### src/hw/rtl/tos_pkg.sv
// Shared types, constants and match functions for the TCP option stripper.
// No dependencies; every other file in the block imports this package.
package tos_pkg;

  localparam logic [7:0] EOL_BYTE   = 8'd0;
  localparam logic [7:0] NOP_BYTE   = 8'd1;
  localparam logic [7:0] MPTCP_KIND = 8'd30;
  localparam logic [5:0] MAX_AREA   = 6'd40;
  localparam int KIND_SLOTS    = 8;
  localparam int SUBTYPE_SLOTS = 8;
  // result queue depth: power of two, 4 to 32
  localparam int OQ_DEPTH      = 8;

  typedef enum logic [2:0] {
    CFG_KIND_LIST     = 3'd0,
    CFG_KIND_COUNT    = 3'd1,
    CFG_SUBTYPE_LIST  = 3'd2,
    CFG_SUBTYPE_COUNT = 3'd3,
    CFG_STRIP_SYN     = 3'd4,
    CFG_STRIP_DATA    = 3'd5
  } cfg_idx_t;

  typedef enum logic [3:0] {
    PH_KIND = 4'b0001,
    PH_LEN  = 4'b0010,
    PH_SUB  = 4'b0100,
    PH_BODY = 4'b1000
  } phase_t;

  typedef struct packed {
    logic [7:0] data_byte;
    logic       seg_start;
    logic [5:0] area_len;
    logic       syn_flag;
  } tos_in_t;

  typedef struct packed {
    logic [7:0] out_byte;
    logic       seg_last;
    logic       was_changed;
  } tos_out_t;

  typedef struct packed {
    logic [1:0]         cnt;
    tos_out_t [2:0]     res;
  } tos_push_t;

  typedef struct packed {
    logic [63:0] kind_list;
    logic [3:0]  kind_count;
    logic [31:0] subtype_list;
    logic [3:0]  subtype_count;
    logic        strip_on_syn;
    logic        strip_on_data;
  } tos_cfg_t;

  function automatic logic kind_hit(logic [63:0] list, logic [3:0] cnt, logic [7:0] k);
    logic hit;
    hit = 1'b0;
    for (int i = 0; i < KIND_SLOTS; i++) begin
      if (4'(i) < cnt && list[8*i +: 8] == k) hit = 1'b1;
    end
    return hit;
  endfunction

  function automatic logic subtype_hit(logic [31:0] list, logic [3:0] cnt, logic [3:0] s);
    logic hit;
    hit = 1'b0;
    for (int i = 0; i < SUBTYPE_SLOTS; i++) begin
      if (4'(i) < cnt && list[4*i +: 4] == s) hit = 1'b1;
    end
    return hit;
  endfunction

  function automatic tos_out_t mk_res(logic [7:0] b, logic last, logic rm);
    tos_out_t r;
    r.out_byte    = rm ? NOP_BYTE : b;
    r.seg_last    = last;
    r.was_changed = rm;
    return r;
  endfunction

endpackage

### src/hw/rtl/tcp_option_stripper_core.sv
// TCP option stripper top level: config registers, parser, result queue.
// Path: an accepted byte enters the input register, is parsed, then goes to the result queue.
// Throughput: one byte per cycle; in_stall rises only when the result queue has
// fewer than three free entries (a byte may release up to three held results).
// Reset: synchronous, active low; clears segment and queue state, config to defaults.
module tcp_option_stripper_core #(
  parameter int QUEUE_DEPTH = tos_pkg::OQ_DEPTH
) (
  input  logic              clk,
  input  logic              rst_n,
  input  logic              in_valid,
  output logic              in_stall,
  input  tos_pkg::tos_in_t  in_data,
  output logic              out_valid,
  input  logic              out_stall,
  output tos_pkg::tos_out_t out_data,
  input  logic              cfg_wr_en,
  input  logic [2:0]        cfg_index,
  input  logic [63:0]       cfg_wdata
);
  import tos_pkg::*;

  tos_cfg_t  cfg;
  tos_push_t push;
  logic      room;

  tos_cfg u_cfg (
    .clk       (clk),
    .rst_n     (rst_n),
    .cfg_wr_en (cfg_wr_en),
    .cfg_index (cfg_index),
    .cfg_wdata (cfg_wdata),
    .cfg       (cfg)
  );

  tos_parse u_parse (
    .clk      (clk),
    .rst_n    (rst_n),
    .in_valid (in_valid),
    .in_stall (in_stall),
    .in_data  (in_data),
    .cfg      (cfg),
    .room     (room),
    .push     (push)
  );

  tos_outq #(.DEPTH(QUEUE_DEPTH)) u_outq (
    .clk       (clk),
    .rst_n     (rst_n),
    .push      (push),
    .room      (room),
    .out_valid (out_valid),
    .out_stall (out_stall),
    .out_data  (out_data)
  );

endmodule

### src/hw/rtl/tos_cfg.sv
// Configuration register file of the option stripper.
// Depends on tos_pkg for the register index codes and the tos_cfg_t bundle.
module tos_cfg (
  input  logic             clk,
  input  logic             rst_n,
  input  logic             cfg_wr_en,
  input  logic [2:0]       cfg_index,
  input  logic [63:0]      cfg_wdata,
  output tos_pkg::tos_cfg_t cfg
);
  import tos_pkg::*;

  tos_cfg_t cfg_r;

  always_ff @(posedge clk) begin
    if (!rst_n) begin
      cfg_r.kind_list     <= '0;
      cfg_r.kind_count    <= '0;
      cfg_r.subtype_list  <= '0;
      cfg_r.subtype_count <= '0;
      cfg_r.strip_on_syn  <= 1'b1;
      cfg_r.strip_on_data <= 1'b1;
    end else if (cfg_wr_en) begin
      unique case (cfg_idx_t'(cfg_index))
        CFG_KIND_LIST:     cfg_r.kind_list     <= cfg_wdata;
        CFG_KIND_COUNT:    cfg_r.kind_count    <= cfg_wdata[3:0];
        CFG_SUBTYPE_LIST:  cfg_r.subtype_list  <= cfg_wdata[31:0];
        CFG_SUBTYPE_COUNT: cfg_r.subtype_count <= cfg_wdata[3:0];
        CFG_STRIP_SYN:     cfg_r.strip_on_syn  <= cfg_wdata[0];
        CFG_STRIP_DATA:    cfg_r.strip_on_data <= cfg_wdata[0];
        default: ;
      endcase
    end
  end

  assign cfg = cfg_r;

endmodule

### src/hw/rtl/tos_parse.sv
// Input register, option parser state and per-byte result generation.
// Depends on tos_pkg; produces up to three results per byte for the queue.
module tos_parse (
  input  logic               clk,
  input  logic               rst_n,
  input  logic               in_valid,
  output logic               in_stall,
  input  tos_pkg::tos_in_t   in_data,
  input  tos_pkg::tos_cfg_t  cfg,
  input  logic               room,
  output tos_pkg::tos_push_t push
);
  import tos_pkg::*;

  tos_in_t    in_r;
  logic       in_vld_r;
  logic       fire;

  logic [5:0] area_r, area_nxt;
  logic [5:0] pos_r, pos_nxt;
  logic [5:0] left_r, left_nxt;
  phase_t     phase_r, phase_nxt;
  logic       rmv_r, rmv_nxt;
  logic       pass_r, pass_nxt;
  logic [7:0] hold0_r, hold0_nxt;
  logic [7:0] hold1_r, hold1_nxt;
  tos_push_t  res;

  assign fire     = in_vld_r && room;
  assign in_stall = in_vld_r && !room;

  always_comb begin : parse
    logic       last;
    logic       rm;
    logic [5:0] pos;
    logic [5:0] alen;
    logic [7:0] b;
    logic [8:0] end_pos;
    area_nxt  = area_r;
    pos_nxt   = pos_r;
    left_nxt  = left_r;
    phase_nxt = phase_r;
    rmv_nxt   = rmv_r;
    pass_nxt  = pass_r;
    hold0_nxt = hold0_r;
    hold1_nxt = hold1_r;
    res       = '0;
    b         = in_r.data_byte;
    alen      = in_r.area_len;
    last      = 1'b0;
    rm        = 1'b0;
    end_pos   = '0;
    pos       = '0;

    if (in_r.seg_start) begin
      // flush bytes still held from a segment that was cut short
      if (pos_r < area_r) begin
        if (phase_r == PH_LEN) begin
          res.res[res.cnt] = mk_res(hold0_r, 1'b1, 1'b0);
          res.cnt = res.cnt + 2'd1;
        end else if (phase_r == PH_SUB) begin
          res.res[res.cnt] = mk_res(hold0_r, 1'b0, 1'b0);
          res.cnt = res.cnt + 2'd1;
          res.res[res.cnt] = mk_res(hold1_r, 1'b1, 1'b0);
          res.cnt = res.cnt + 2'd1;
        end
      end
      if (alen == 6'd0) alen = 6'd1;
      if (alen > MAX_AREA) alen = MAX_AREA;
      area_nxt  = alen;
      pos_nxt   = '0;
      left_nxt  = '0;
      phase_nxt = PH_KIND;
      rmv_nxt   = 1'b0;
      pass_nxt  = !((in_r.syn_flag && cfg.strip_on_syn) ||
                    (!in_r.syn_flag && cfg.strip_on_data));
    end

    if (pos_nxt >= area_nxt) begin
      res.res[res.cnt] = mk_res(b, 1'b0, 1'b0);
      res.cnt = res.cnt + 2'd1;
    end else begin
      pos     = pos_nxt;
      last    = (pos + 6'd1 == area_nxt);
      pos_nxt = pos + 6'd1;
      if (pass_nxt) begin
        res.res[res.cnt] = mk_res(b, last, 1'b0);
        res.cnt = res.cnt + 2'd1;
        phase_nxt = PH_KIND;
      end else begin
        unique case (phase_nxt)
          PH_KIND: begin
            if (b == EOL_BYTE) begin
              res.res[res.cnt] = mk_res(b, last, 1'b0);
              res.cnt = res.cnt + 2'd1;
              pass_nxt = 1'b1;
            end else if (b == NOP_BYTE) begin
              res.res[res.cnt] = mk_res(b, last, 1'b0);
              res.cnt = res.cnt + 2'd1;
            end else if (last) begin
              res.res[res.cnt] = mk_res(b, 1'b1, 1'b0);
              res.cnt = res.cnt + 2'd1;
              pass_nxt = 1'b1;
            end else begin
              hold0_nxt = b;
              phase_nxt = PH_LEN;
            end
          end
          PH_LEN: begin
            end_pos = {3'b000, pos} - 9'd1 + {1'b0, b};
            if (b < 8'd2 || end_pos > {3'b000, area_nxt}) begin
              res.res[res.cnt] = mk_res(hold0_nxt, 1'b0, 1'b0);
              res.cnt = res.cnt + 2'd1;
              res.res[res.cnt] = mk_res(b, last, 1'b0);
              res.cnt = res.cnt + 2'd1;
              pass_nxt  = 1'b1;
              phase_nxt = PH_KIND;
            end else if (hold0_nxt == MPTCP_KIND && cfg.subtype_count != 4'd0 &&
                         b >= 8'd3) begin
              hold1_nxt = b;
              left_nxt  = b[5:0] - 6'd2;
              phase_nxt = PH_SUB;
            end else begin
              rm = kind_hit(cfg.kind_list, cfg.kind_count, hold0_nxt);
              rmv_nxt = rm;
              res.res[res.cnt] = mk_res(hold0_nxt, 1'b0, rm);
              res.cnt = res.cnt + 2'd1;
              res.res[res.cnt] = mk_res(b, last, rm);
              res.cnt = res.cnt + 2'd1;
              left_nxt  = b[5:0] - 6'd2;
              phase_nxt = (left_nxt != 6'd0) ? PH_BODY : PH_KIND;
            end
          end
          PH_SUB: begin
            rm = kind_hit(cfg.kind_list, cfg.kind_count, hold0_nxt) ||
                 subtype_hit(cfg.subtype_list, cfg.subtype_count, b[7:4]);
            rmv_nxt = rm;
            res.res[res.cnt] = mk_res(hold0_nxt, 1'b0, rm);
            res.cnt = res.cnt + 2'd1;
            res.res[res.cnt] = mk_res(hold1_nxt, 1'b0, rm);
            res.cnt = res.cnt + 2'd1;
            res.res[res.cnt] = mk_res(b, last, rm);
            res.cnt = res.cnt + 2'd1;
            left_nxt  = (left_nxt != 6'd0) ? left_nxt - 6'd1 : 6'd0;
            phase_nxt = (left_nxt != 6'd0) ? PH_BODY : PH_KIND;
          end
          default: begin
            res.res[res.cnt] = mk_res(b, last, rmv_nxt);
            res.cnt = res.cnt + 2'd1;
            left_nxt = (left_nxt != 6'd0) ? left_nxt - 6'd1 : 6'd0;
            if (left_nxt == 6'd0) phase_nxt = PH_KIND;
          end
        endcase
      end
      if (last) phase_nxt = PH_KIND;
    end
  end

  always_ff @(posedge clk) begin
    if (!rst_n) begin
      in_vld_r <= 1'b0;
      area_r   <= '0;
      pos_r    <= '0;
      left_r   <= '0;
      phase_r  <= PH_KIND;
      rmv_r    <= 1'b0;
      pass_r   <= 1'b0;
    end else begin
      in_vld_r <= (in_vld_r && !fire) || (in_valid && !in_stall);
      if (fire) begin
        area_r  <= area_nxt;
        pos_r   <= pos_nxt;
        left_r  <= left_nxt;
        phase_r <= phase_nxt;
        rmv_r   <= rmv_nxt;
        pass_r  <= pass_nxt;
      end
    end
  end

  always_ff @(posedge clk) begin
    if (in_valid && !in_stall) in_r <= in_data;
    if (fire) begin
      hold0_r <= hold0_nxt;
      hold1_r <= hold1_nxt;
    end
  end

  always_comb begin
    push     = res;
    push.cnt = fire ? res.cnt : 2'd0;
  end

endmodule

### src/hw/rtl/tos_outq.sv
// Result queue: takes up to three results per cycle, hands out one per cycle while out_stall is low.
// Depends on tos_pkg for the result and push bundles.
module tos_outq #(
  parameter int DEPTH = tos_pkg::OQ_DEPTH
) (
  input  logic               clk,
  input  logic               rst_n,
  input  tos_pkg::tos_push_t push,
  output logic               room,
  output logic               out_valid,
  input  logic               out_stall,
  output tos_pkg::tos_out_t  out_data
);
  import tos_pkg::*;

  localparam int AW = $clog2(DEPTH);
  localparam int CW = $clog2(DEPTH + 1);

  tos_out_t        mem [DEPTH];
  logic [AW-1:0]   head_r;
  logic [AW-1:0]   tail_r;
  logic [CW-1:0]   count_r;
  logic            pop;

  assign out_valid = count_r != '0;
  assign pop       = out_valid && !out_stall;
  assign room      = count_r <= CW'(DEPTH - 3);
  assign out_data  = mem[head_r];

  always_ff @(posedge clk) begin
    if (!rst_n) begin
      head_r  <= '0;
      tail_r  <= '0;
      count_r <= '0;
    end else begin
      head_r  <= head_r + AW'(pop);
      tail_r  <= tail_r + AW'(push.cnt);
      count_r <= count_r + CW'(push.cnt) - CW'(pop);
    end
  end

  always_ff @(posedge clk) begin
    for (int k = 0; k < 3; k++) begin
      if (2'(k) < push.cnt) mem[tail_r + AW'(k)] <= push.res[k];
    end
  end

endmodule

### config.mk
export PLATFORM = sky130hd
export DESIGN_NAME = tcp_option_stripper_core
export DESIGN_NICKNAME = d
export VERILOG_FILES = /design/src/hw/rtl/tos_pkg.sv /design/src/hw/rtl/tcp_option_stripper_core.sv /design/src/hw/rtl/tos_cfg.sv /design/src/hw/rtl/tos_parse.sv /design/src/hw/rtl/tos_outq.sv
export SDC_FILE = /design/constraint.sdc
export NUM_CORES = 1
export LEC_CHECK = 0
export BUFFER_PORTS_ARGS = -buffer_cell sky130_fd_sc_hd__buf_4
export CAP_MARGIN = 10
export CORE_MARGIN = 10
export CORE_UTILIZATION = 45
export CTS_BUF_LIST = sky130_fd_sc_hd__clkbuf_8
export DETAILED_ROUTE_END_ITERATION = 7
export SLEW_MARGIN = 10
export SYNTH_ARGS = -nofsm -noshare
export SYNTH_HDL_FRONTEND = slang
export SYNTH_SLANG_ARGS = --single-unit
### constraint.sdc
create_clock -name clk -period 10.4 [get_ports clk]
set_input_delay 3.12 -clock clk [delete_from_list [all_inputs] [get_ports clk]]
set_output_delay 3.12 -clock clk [all_outputs]
set_load 0.03 [all_outputs]
==> impl_metrics.toml <==
[outcome]
status = "complete, no violations"

[detailed_routing]
top_layer = "met4"
drtIter0Drc = 1648
first_pass_iters = 8
wl_per_cell_um = 23.9
wl_met2_um = 29900
ant_nets = 0
drcViolationCount = 0
wl_met3_um = 4710
drt-met1-wl_um = 26400
vias = 16700
totalWireLength_um = 64000
vias_per_cell = 6.22

[logic_synthesis]
yosys-top-cells-area = "edfxtp_1 (19%), dfxtp_1 (16%), nand2_1 (7.8%), xnor2_1 (4.9%), a21boi_0 (4.6%)"
ys_seq_area_share_pct = 35.2
synth.avg_cell_area_um2 = 8.48
synth_top_area_share_pct = 19.1
ys_seq_elements = 253
async_flop_share_pct = 0
yosys_warnings = 0
ys_top_cells_by_count = "nand2_1 (367), nor2_1 (150), dfxtp_1 (141), edfxtp_1 (112), a21boi_0 (108)"
post-synth-top-count-cell = "nand2_1"
synth_cells = 2074
syn-num-nets = 2211
synth_area_mm2 = 0.0176
ys_types = 102
yosys.area.top_type = "edfxtp_1"
synth_edf_count = 112
synth_flop_cell = "dfxtp_1"

[clocking]
clockBufferDepth = 3
cts-resized-gates = 0
clk_transition_reported_paths_ps = 50
cts_tree = "built"
cts-root-buf = "clkbuf_8"
cts.htree.levels = 2
cts.sinks = 253
cts_buffers = 46
holdBufCountCts = 0
clk_latency_ps = 650
cts_setup_buffers = 0

[job]
maxCapViolations = 0

[cells_and_area]
num-fill-cells = 3666
drive_above_1_share_pct = 13.9
fin_cells = 2681
n_antenna_cell = 0
nNetsFinal = 2262
syn_to_final_growth_pct = 11.5

[pwr]
power.density_mw_per_mm2 = 165
power_frac_seq_pct = 36.2
power_mw = 3.24
p_leak_nw = 6.89
combPwrFrac_pct = 35.4
ir_drop_mv = 0.118
clockPowerShare_pct = 28.4
switching_share_pct = 37.1
internal_power_mw = 2.03
p_sw_mw = 1.20

[placement]
place_inst = 2595
gp_congestion = 0.971
port_buffers = 99
dp_hpwl_um = 45300

[floorplanning]
die_x_um = 218
io-pin-count = 100
num_rows = 72
initial_core_util_pct = 45.5
core_mm2 = 0.0386
die_height_um = 218
fp.dieArea_mm2 = 0.0474

[timing]
worst_slew_pin_slew_ps = 1190
min_period_ps = 6610
slew_violations = 0
hold_viol = 0
slew-limit-headroom_pct = 20.5
fmax_ghz = 0.151
grt_setup_unrepaired = "false"
tns_ps = 0
period_share_pct = 63.5
fin_skew_ps = 46.0
final-setup-viol-count = 0

[critical_path]
reg2reg_slack_ps = 3790
reg2regPathDepth = 21
crit_path_end_kind = "register"
startpoint_type = "register"
r2r_start = "u_parse.in_r[7]"
crit_fanout = 51
critPathArrivalTime_ps = 6920
crit_type = "register to register"
r2r-end = "u_outq.mem[3][3]"
worstPathRequired_ps = 10710

[global_route]
grt_overflow = 0
grtUsageTotal_pct = 26.2
antenna_found_initial = 0
grt_max_degree = 81
grt_pass1_wl_um = 97100
grt_pass1_vias = 16200

[hold_path]
worstHoldEndpoint = "u_cfg.cfg[0]"
hp-class = "register to register"
worstHoldPathCells = 2
holdCritStartpoint = "u_cfg.cfg[0]"
==> cells by family (layout without fill, tap and decap cells) <==
family	count (synthesis)	in the layout	share of synthesized area [%]
and+or+nand+nor	781	781	20.3
AOI/OAI and AO/OA	603	603	24.7
muxes	63	63	5.11
buffers and inverters	201	290	4.93
adders and majority gates	49	49	3.61
xor gates and xnor gates	124	124	6.18
DFF	253	253	35.2
==> per-stage QoR <==
step	util [%]	hold WS [ps]	setup WS [ps]	cell area (um2)
detailed placement	48.4	462	3900	18700
global route	50.7	495	3380	19600
finish	50.7	469	3790	19600
global placement	48.4	462	4070	18700
CTS	50.7	476	3870	19600
floorplan	-	441	4450	17600
==> power by group through the flow <==
| stage | combinational, mW | clock (mW) | sequential (mW) |
|---|---|---|---|
| 2_1_floorplan | 0.809 | 0 | 1.17 |
| 3_3_place_gp | 1.12 | 0 | 1.19 |
| 3_5_place_dp | 1.13 | 0 | 1.19 |
| 4_1_cts | 1.13 | 0.944 | 1.17 |
| 5_1_grt | 1.24 | 0.988 | 1.18 |
| 6_report | 1.14 | 0.919 | 1.17 |
==> cell type report <==
| class | count | area [um2] | share of cell area [%] |
|---|---|---|---|
| clock inverters | 32 | 155 | 0.791 |
| flip-flops and latches | 253 | 6190 | 31.6 |
| inverters | 56 | 210 | 1.07 |
| clock buffers | 54 | 743 | 3.79 |
| well taps | 518 | 648 | 3.31 |
| multi-input cells | 1620 | 10600 | 53.8 |
| repair buffers | 148 | 1110 | 5.67 |
==> placed cells by master, fill, tap and decap left out, types with 28 or more instances in the layout <==
cell	netlist	layout
mux2i_1	29	29
dfxtp_1	141	141
o211ai_1	28	28
nor2_1	150	150
nand3_1	50	50
a21oi_1	94	93
a221oi_1	41	41
edfxtp_1	112	112
o21ai_0	78	78
ha_1	46	46
inv_1	51	68
nor2b_1	34	33
a211oi_1	31	31
buf_4	8	148
xnor2_1	99	99
nand2_1	367	367
nor3_1	49	47
clkbuf_8	0	54
a21boi_0	108	108
==> sequential cells by signal (all words and copies together) (netlist names) <==
signal	cells
u_cfg.cfg	106
u_outq.count_r	4
u_outq.head_r	3
u_outq.mem	80
u_outq.tail_r	3
u_parse.area_r	6
u_parse.hold0_r	8
u_parse.hold1_r	8
u_parse.in_r	8
u_parse.in_vld_r	1
u_parse.left_r	6
u_parse.parse.b	8
u_parse.pass_r	1
u_parse.phase_r	4
u_parse.pos_r	6
u_parse.rmv_r	1
==> worst max path at each step <==
stage	start	to	slack, ps	depth (start not counted)
3_5_place_dp	u_parse.in_r[7]	u_outq.mem[3][3]	3900	21
5_1_grt	u_parse.in_r[7]	u_outq.mem[3][3]	3380	21
4_1_cts	u_parse.in_r[7]	u_outq.mem[3][3]	3870	21
6_report	u_parse.in_r[7]	u_outq.mem[3][3]	3790	21
2_1_floorplan	u_parse.in_r[7]	u_outq.mem[2][0]	4450	26
3_3_place_gp	u_parse.in_r[7]	u_outq.mem[3][1]	4070	21
==> metal layers <==
layer | GRT usage, % | vias to the layer above
li1 | - | 7716
met1 | 33.4 | 7948
met2 | 42.4 | 809
met3 | 4.59 | 192
met4 | 12.6 | 0
met5 | 0 | -
==> critical path: stages (launching register included) <==
cell,delay [ps]
edfxtp_1,350
buf_4,300
inv_1,620
nand2_1,210
ha_1,320
a21o_1,190
a21oi_1,220
xnor2_1,100
ha_1,280
nand2_1,80
a311oi_1,320
a2111oi_1,120
a221o_2,450
a41o_1,230
buf_4,210
a21oi_1,150
o221a_2,580
inv_2,300
o21ai_0,220
nand2_1,120
o21ai_0,590
buf_4,300
Note: power is estimated with default switching activity, not from simulation.
